File: config.mk
export PLATFORM = sky130hd
export DESIGN_NAME = tat_div_cell
export DESIGN_NICKNAME = d
export VERILOG_FILES = /design/src/rtl/core/thermistor_adc_to_temperature_top_macros.svh /design/src/rtl/core/tat_pkg.sv /design/src/rtl/core/tat_div_cell.sv
export SDC_FILE = /design/constraint.sdc
export NUM_CORES = 1
export LEC_CHECK = 0
export BUFFER_PORTS_ARGS = -buffer_cell sky130_fd_sc_hd__buf_2
export CAP_MARGIN = 25
export CELL_PAD_IN_SITES_DETAIL_PLACEMENT = 2
export CELL_PAD_IN_SITES_GLOBAL_PLACEMENT = 2
export CORE_ASPECT_RATIO = 2
export CORE_MARGIN = 4
export CORE_UTILIZATION = 28
export DETAILED_ROUTE_END_ITERATION = 8
export PLACE_DENSITY = 0.84
export REMOVE_ABC_BUFFERS = 1
export SYNTH_ARGS = -nofsm -noshare
export SYNTH_HDL_FRONTEND = slang
export SYNTH_SLANG_ARGS = --single-unit
File: constraint.sdc
create_clock -name i_clk -period 5.8 [get_ports i_clk]
set_clock_uncertainty 0.2 [all_clocks]
set_input_delay 0.58 -clock i_clk [delete_from_list [all_inputs] [get_ports i_clk]]
set_output_delay 0.58 -clock i_clk [all_outputs]
set_load 0.05 [all_outputs]
File: src/rtl/core/thermistor_adc_to_temperature_top_macros.svh
// assertion helpers, clocked on the rising edge with active-low reset
`ifndef THERMISTOR_ADC_TO_TEMPERATURE_TOP_MACROS_SVH
`define THERMISTOR_ADC_TO_TEMPERATURE_TOP_MACROS_SVH

// same-cycle implication
`define TAT_ASSERT_IMP(lbl, clk, rst_n, ante, cons) \
    lbl: assert property (@(posedge clk) disable iff (!rst_n) (ante) |-> (cons)) \
        else $error("tat check failed");

// next-cycle implication
`define TAT_ASSERT_NXT(lbl, clk, rst_n, ante, cons) \
    lbl: assert property (@(posedge clk) disable iff (!rst_n) (ante) |=> (cons)) \
        else $error("tat check failed");

`endif

File: src/rtl/core/tat_pkg.sv
`default_nettype none
package tat_pkg;

    localparam int LW = 20;
    localparam int FW = 16;
    localparam int QW = 17;
    localparam int RW = 58;
    localparam int DW = 41;

    typedef enum logic [1:0] {
        ST_OK    = 2'd0,
        ST_OPEN  = 2'd1,
        ST_SHORT = 2'd2,
        ST_SAT   = 2'd3
    } t_status;

    typedef enum logic [1:0] {
        CFG_PULLUP = 2'd0,
        CFG_BETA   = 2'd1,
        CFG_T0     = 2'd2,
        CFG_R0     = 2'd3
    } t_cfg_idx;

    typedef struct packed {
        logic    vld;
        t_status st;
    } t_tag;

    typedef struct packed {
        logic [30:0]   m;
        logic [4:0]    n;
        logic [FW-1:0] frac;
    } t_lg;

    typedef struct packed {
        logic [RW-1:0] rem;
        logic [DW-1:0] den;
        logic [QW-1:0] q;
    } t_dv;

    function automatic t_lg lg_norm(input logic [LW-1:0] x);
        t_lg         r;
        logic [4:0]  n;
        logic [LW-1:0] xv;
        xv = (x == '0) ? LW'(1) : x;
        n  = '0;
        for (int i = 0; i < LW; i++) begin
            if (xv[i]) begin
                n = 5'(i);
            end
        end
        r.n    = n;
        r.m    = 31'(31'(xv) << (5'd30 - n));
        r.frac = '0;
        return r;
    endfunction

endpackage
`default_nettype wire

File: src/rtl/core/tat_div_cell.sv
`default_nettype none
module tat_div_cell #(
    parameter int K = 16
) (
    input  wire logic          i_clk,
    input  wire logic          i_rst_n,
    input  wire tat_pkg::t_tag i_tag,
    input  wire tat_pkg::t_dv  i_dv,
    output tat_pkg::t_tag      o_tag,
    output tat_pkg::t_dv       o_dv
);

    tat_pkg::t_tag r_tag;
    tat_pkg::t_dv  r_dv;
    tat_pkg::t_dv  n_dv;
    logic [tat_pkg::RW-1:0] sub;

    always_comb begin
        sub  = tat_pkg::RW'(i_dv.den) << K;
        n_dv = i_dv;
        if (i_dv.rem >= sub) begin
            n_dv.rem  = i_dv.rem - sub;
            n_dv.q[K] = 1'b1;
        end
    end

    always_ff @(posedge i_clk) begin
        if (!i_rst_n) begin
            r_tag.vld <= 1'b0;
        end else begin
            r_tag.vld <= i_tag.vld;
        end
        r_tag.st <= i_tag.st;
        r_dv     <= n_dv;
    end

    assign o_tag = r_tag;
    assign o_dv  = r_dv;

endmodule
`default_nettype wire

==> impl_metrics.env, run 1 <==
export IMPL_grt_setup_unrepaired="no"
export IMPL_post_synth_instance_area_sq_um=5280
export IMPL_worstSetupEndpointType="flop"
export IMPL_row_count=70
export IMPL_synth_top_flop_cell="dfxtp_1"
export IMPL_post_route_cell_area_sq_um=7250
export IMPL_cts_tree="done"
export IMPL_final_hold_worst_slack_ps=56.8
export IMPL_cpMostUsedCell="inv_1"
export IMPL_final_min_period_over_clock_period_pct=72.8
export IMPL_yosys_top_cells_area="dfxtp_1 (45%), ha_1 (9.7%), o21ai_0 (4.8%), nand2_1 (4.3%), inv_1 (3.5%)"
export IMPL_clk_path_buf_depth=2
export IMPL_routed_via_density=4.99
export IMPL_final_routed_wirelength_mm=19.8
export IMPL_ctsRootBufferMaster="clkbuf_16"
export IMPL_path_clk_slew_ps=60
export IMPL_timing_final_max_slew_violations=0
export IMPL_placed_area_sq_um=6660
export IMPL_ctsResizeCount=0
export IMPL_initial_antenna_violation_count=1
export IMPL_dpl_cell_count=1008
export IMPL_cts_buffers_inserted=17
export IMPL_die_w_um=105
export IMPL_cts_htree_levels=4
export IMPL_synthesis_instances=574
export IMPL_port_buffer_count=239
export IMPL_cp_slowest_cell="buf_4"
export IMPL_max_cap_violations=0
export IMPL_core_area_sq_um=18400
export IMPL_number_of_inserted_diodes=0
export IMPL_synth_cell_type_count=55
export IMPL_cts_setup_buffers=0
export IMPL_synth_enable_flop_cells=0
export IMPL_maximum_number_of_pins_on_one_net_before_global_route_repair=56
export IMPL_timing_fmax_mhz=237
export IMPL_critical_path_cell_chain="buf_2, inv_1, ha_1, inv_1, fa_1, a21o_1, a221oi_2, o21ai_2, a211oi_2, o22ai_1, a221o_1, a211oi_4, buf_4, mux2_2"
export IMPL_finalCoreUtilization_pct=39.4
export IMPL_grt_remaining_overflow=0
export IMPL_synth_area_per_cell_sq_um=9.19
export IMPL_netlist_top_cell_by_area="dfxtp_1"
export IMPL_crit_path_max_incr_delay_ps=480
export IMPL_num_vias=5191
export IMPL_num_io_pins=240
export IMPL_hpwl_mm=15.6
export IMPL_die_outline_area_sq_um=21200
export IMPL_gp_routability_congestion=0.821
export IMPL_p_per_area_nw_per_um2=389
export IMPL_timing_final_ws_setup_ps=1580
export IMPL_hold_viol_final=0
export IMPL_synth_seq_area_share_pct=45.2
export IMPL_worstPathRequired_ps=5900
export IMPL_cts_hold_repair_buffers=0
export IMPL_worst_setup_path_start_kind="primary input"
export IMPL_pin_slew_with_the_least_headroom_to_its_limit_ps=743
export IMPL_route_detailed_wl_per_inst_um=19.1
export IMPL_final_instance_count_excl_fill=1040
export IMPL_start_util_pct=28.7
export IMPL_period_needed_ps=4220
export IMPL_hp_class="in -> reg"
export IMPL_synth_top_cell_area_share_pct=45.2
export IMPL_grt_first_pass_wirelength_mm=31.2
export IMPL_fillCellCount=2072
export IMPL_yosys_cell_count_top_type="dfxtp_1"
export IMPL_detail_route_iter0_violations=135
export IMPL_ir_drop_mv=0.182
export IMPL_number_of_nets_still_failing_antenna_checks_after_routing=0
export IMPL_area_growth_synth_to_final_pct=37.5
export IMPL_drcViolationCount=0
export IMPL_drt_pre_antenna_iters=5
export IMPL_design_final_nets=974
export IMPL_worst_path_max_fanout=55
export IMPL_synth_cells_most_frequent="dfxtp_1 (119), nand2_1 (60), o21ai_0 (51), inv_1 (49), ha_1 (41)"
export IMPL_leakage_nw=3.60
export IMPL_cts_sinks=119
export IMPL_synth_yosys_warnings=0
export IMPL_preCtsSetupSlack_ps=1130
export IMPL_global_route_usage_total_pct=18.8
export IMPL_die_height_um=202
export IMPL_max_slew_margin_pct=49.8
export IMPL_cp_data_arrival_time_ps=4320
export IMPL_timing_final_setup_violations=0
export IMPL_fraction_of_registers_with_async_set_or_reset_after_synthesis_pct=0
export IMPL_tns_ps=0
export IMPL_crit_type="in -> reg"
export IMPL_finalPower_mw=2.82
export IMPL_grt_pass1_vias=5919
export IMPL_outcome="completed"
export IMPL_synth_seq_cells=119
export IMPL_layout_drive_gt1_share_pct=34.3
## cell type report
| cell class | instances | area [sq um] | area share [%] |
|---|---|---|---|
| clock buffers | 19 | 443 | 6.11 |
| clock inverters | 13 | 148 | 2.04 |
| inverters | 49 | 184 | 2.54 |
| multi-input cells | 383 | 2620 | 36.1 |
| flip-flops and latches | 119 | 2380 | 32.8 |
| well taps | 216 | 270 | 3.73 |
| repair buffers | 241 | 1210 | 16.7 |
## path summary, 6_finish.rpt
| kind | from | to | slack [ps] | cells after the start |
|---|---|---|---|---|
| max | i_dv[74] | o_dv[75] | 1580 | 14 |
| min | i_dv[13] | o_dv[13] | 60 | 1 |
## registers in the layout, indices dropped and copies added (netlist names)
name,cells
o_dv,116
o_tag,3
## power by group
group          switching (mW)  leakage (nW)  internal (mW)
registers              0.0238          1.00          0.910
clock network           0.412         0.276          0.647
logic                   0.604          2.32          0.226
## critical path: cells and delay by family
kind,cells,cell delay (ps)
multiplexers,1,400
AO/OA/AOI/OAI,7,2080
buffers and inverters,4,700
adder cells (fa/ha/maj),2,550
## metal layers
layer | track usage (%) | wire length [um] | up-vias | share of wire, %
met4 | 7.74 | 589 | 2 | 3.0
met5 | 0 | 8 | - | 0.040
met2 | 38.1 | 11500 | 182 | 58
met1 | 16.7 | 6660 | 2477 | 34
li1 | - | - | 2486 | -
met3 | 5.27 | 1050 | 44 | 5.3
## cells by family (layout without fill, tap and decap cells)
family / count (synthesis) / count (layout) / share of synthesized area, %
AOI/OAI and AO/OA: 162 / 162 / 20.0
and+or+nand+nor: 138 / 138 / 12.4
DFF: 119 / 119 / 45.2
buffers and inverters: 72 / 322 / 5.29
adders and majority gates: 42 / 42 / 10.1
xor gates and xnor gates: 37 / 37 / 6.14
muxes: 4 / 4 / 0.854
## layout by cell type (no fill, tap or decap), types with 7 or more instances in the layout
cell type,synthesis,routed
dfxtp_1,119,119
nor2_1,20,20
a21oi_1,34,34
inv_1,49,49
clkbuf_16,0,17
o21ai_0,51,51
nand3_1,9,9
nand2_1,60,60
xor2_1,21,21
nor3_1,7,7
nand4_1,13,13
a21o_1,22,22
ha_1,41,41
and3_1,7,7
buf_2,4,239
xnor2_1,16,16
Power figures use the tool's default switching activity.
==> inputs of run 2 (changes only) <==
--- a/config.mk
+++ b/config.mk
@@ -5,15 +5,16 @@
 export SDC_FILE = /design/constraint.sdc
 export NUM_CORES = 1
 export LEC_CHECK = 0
+export ABC_AREA = 1
 export BUFFER_PORTS_ARGS = -buffer_cell sky130_fd_sc_hd__buf_2
 export CAP_MARGIN = 25
 export CELL_PAD_IN_SITES_DETAIL_PLACEMENT = 2
 export CELL_PAD_IN_SITES_GLOBAL_PLACEMENT = 2
 export CORE_ASPECT_RATIO = 2
 export CORE_MARGIN = 4
-export CORE_UTILIZATION = 28
+export CORE_UTILIZATION = 25
 export DETAILED_ROUTE_END_ITERATION = 8
-export PLACE_DENSITY = 0.84
+export PLACE_DENSITY = 0.8
 export REMOVE_ABC_BUFFERS = 1
 export SYNTH_ARGS = -nofsm -noshare
 export SYNTH_HDL_FRONTEND = slang
==> constraint.sdc (replaced) <==
create_clock -name i_clk -period 3.9 [get_ports i_clk]
set_clock_uncertainty 0.2 [all_clocks]
set_input_delay 0.39 -clock i_clk [delete_from_list [all_inputs] [get_ports i_clk]]
set_output_delay 0.39 -clock i_clk [all_outputs]
set_load 0.05 [all_outputs]
==> impl_metrics.env, run 2 <==
export IMPL_die_w_um=122
export IMPL_die_outline_area_sq_um=28700
export IMPL_synth_top_cell_area_share_pct=36.8
export IMPL_grt_first_pass_wirelength_mm=51.1
export IMPL_cts_htree_levels=4
export IMPL_cts_tree="done"
export IMPL_synth_area_per_cell_sq_um=6.44
export IMPL_hp_class="in -> reg"
export IMPL_area_growth_synth_to_final_pct=51.2
export IMPL_drcViolationCount=0
export IMPL_hold_viol_final=0
export IMPL_path_clk_slew_ps=60
export IMPL_num_io_pins=240
export IMPL_synthesis_instances=1006
export IMPL_worstSetupEndpointType="flop"
export IMPL_timing_fmax_mhz=304
export IMPL_post_synth_instance_area_sq_um=6480
export IMPL_synth_seq_area_share_pct=36.8
export IMPL_yosys_top_cells_area="dfxtp_1 (37%), nand2_1 (24%), inv_1 (11%), ha_1 (7.9%), nor2_1 (5.2%)"
export IMPL_wl_met1_mm=10.7
export IMPL_start_util_pct=25.3
export IMPL_initial_antenna_violation_count=0
export IMPL_cp_data_arrival_time_ps=3470
export IMPL_flip_flop_count_of_the_largest_register_after_layout=116
export IMPL_fillCellCount=3076
export IMPL_number_of_inserted_diodes=0
export IMPL_synth_top_flop_cell="dfxtp_1"
export IMPL_detail_route_iter0_violations=213
export IMPL_max_slew_margin_pct=63.7
export IMPL_synth_cell_type_count=25
export IMPL_drt_pre_antenna_iters=4
export IMPL_port_buffer_count=239
export IMPL_period_needed_ps=3290
export IMPL_cts_buffers_inserted=17
export IMPL_grt_remaining_overflow=0
export IMPL_top_layer_used="met4"
export IMPL_finalCoreUtilization_pct=38.2
export IMPL_cts_sinks=119
export IMPL_netlist_top_cell_by_area="dfxtp_1"
export IMPL_layout_drive_gt1_share_pct=20.2
export IMPL_fraction_of_registers_with_async_set_or_reset_after_synthesis_pct=0
export IMPL_maximum_number_of_pins_on_one_net_before_global_route_repair=42
export IMPL_worst_path_max_fanout=31
export IMPL_grt_pass1_vias=9151
export IMPL_outcome="completed"
export IMPL_met2_length_mm=19.8
export IMPL_grt_setup_unrepaired="no"
export IMPL_number_of_nets_still_failing_antenna_checks_after_routing=0
export IMPL_most_common_layout_cells="nand2_1 (415), buf_2 (239), inv_1 (185), dfxtp_1 (119), dlygate4sd3_1 (118)"
export IMPL_route_detailed_wl_per_inst_um=19.4
export IMPL_leakage_nw=5.50
export IMPL_yosys_cell_count_top_type="nand2_1"
export IMPL_final_common_cell="nand2_1"
export IMPL_preCtsSetupSlack_ps=680
export IMPL_clk_path_buf_depth=2
export IMPL_routed_via_density=4.49
export IMPL_timing_final_ws_setup_ps=610
export IMPL_num_vias=7754
export IMPL_worstPathRequired_ps=4080
export IMPL_die_height_um=236
export IMPL_final_routed_wirelength_mm=33.5
export IMPL_synth_seq_cells=119
export IMPL_dpl_cell_count=1578
export IMPL_synth_cells_most_frequent="nand2_1 (415), inv_1 (185), dfxtp_1 (119), nor2_1 (89), nand3_1 (53)"
export IMPL_gp_routability_congestion=0.968
export IMPL_finalPower_mw=4.49
export IMPL_worst_setup_path_start_kind="primary input"
export IMPL_core_area_sq_um=25700
export IMPL_timing_final_setup_violations=0
export IMPL_synth_enable_flop_cells=0
export IMPL_final_instance_count_excl_fill=1728
export IMPL_crit_type="in -> reg"
export IMPL_timing_final_max_slew_violations=0
export IMPL_max_cap_violations=0
export IMPL_pin_slew_with_the_least_headroom_to_its_limit_ps=541
export IMPL_final_min_period_over_clock_period_pct=84.3
export IMPL_tns_ps=0
export IMPL_hpwl_mm=24.0
export IMPL_ctsRootBufferMaster="clkbuf_16"
export IMPL_global_route_usage_total_pct=23.5
export IMPL_detailroute_wirelength_met3_mm=1.16
export IMPL_ctsResizeCount=0
export IMPL_ir_drop_mv=0.221
export IMPL_row_count=83
export IMPL_p_per_area_nw_per_um2=458
export IMPL_synth_yosys_warnings=0
export IMPL_design_final_nets=1538
-- run 2: changes by cell type in the layout (fill, tap and decap cells not counted), moves of 21 or more --
cell           previous run  this run
nand2_1                  60       415
inv_1                    49       185
dlygate4sd3_1             0       118
nor2_1                   20        89
o21ai_0                  51         6
nand3_1                   9        53
a21o_1                   22         1
-- run 2: logic make-up (layout without fill, tap and decap cells) --
| group | count (synthesis) | count (layout) | synth area share [%] |
|---|---|---|---|
| AO/OA/AOI/OAI | 42 | 42 | 3.57 |
| XOR/XNOR | 22 | 22 | 2.97 |
| adder cells (fa/ha/maj) | 42 | 42 | 8.22 |
| buffers and inverters | 194 | 576 | 12.0 |
| flip-flops | 119 | 119 | 36.8 |
| AND/OR/NAND/NOR | 587 | 587 | 36.4 |
-- run 2: cell type report --
cell class | instances | area, sq um | area share [%]
clock buffers | 21 | 460 | 4.70
clock inverters | 11 | 124 | 1.26
inverters | 186 | 701 | 7.15
multi-input cells | 693 | 3320 | 33.9
flip-flops and latches | 119 | 2380 | 24.3
well taps | 340 | 425 | 4.34
repair buffers | 358 | 2380 | 24.3
-- run 2: layer usage --
layer | GRT usage (%) | up-vias
met1 | 20.0 | 3721
met4 | 12.9 | 0
met5 | 0 | -
li1 | - | 3760
met3 | 3.49 | 75
met2 | 49.0 | 198
-- run 2: path summary, 6_finish.rpt --
check,start,end,slack (ps),cells after the start
setup / recovery,i_dv[40],o_dv[106],610,15
hold / removal,i_dv[115],o_dv[115],60,3
-- run 2: worst max-delay path, cell delays in order --
cell,delay (ps)
dlygate4sd3_1,550
buf_2,120
inv_1,40
ha_1,350
nand2_1,170
nor2_1,340
nand2_1,140
inv_1,100
nand2_1,70
nor2_1,110
nand2_1,110
nand4_4,230
buf_4,430
nand3_1,190
nand2_1,110
-- run 2: metrics by stage --
step           area, sq um  hold slack (ps)
3_5_place_dp          8030              294
2_1_floorplan         6400              218
6_report              9800             59.9
4_1_cts               9800             36.3
3_3_place_gp          8030              292
5_1_grt               9800             85.7
-- run 2: repair_timing --
item,in CTS,in global routing
setup buffers,0,0
hold buffers,118,0
endpoints found under the hold margin,117,0
-- run 2: where the power goes --
part           internal (mW)  switching (mW)  total [mW]
combinational          0.415            1.07        1.49
clock                  0.973           0.636        1.61
sequential              1.35          0.0449        1.39
total                   2.74            1.75        4.49
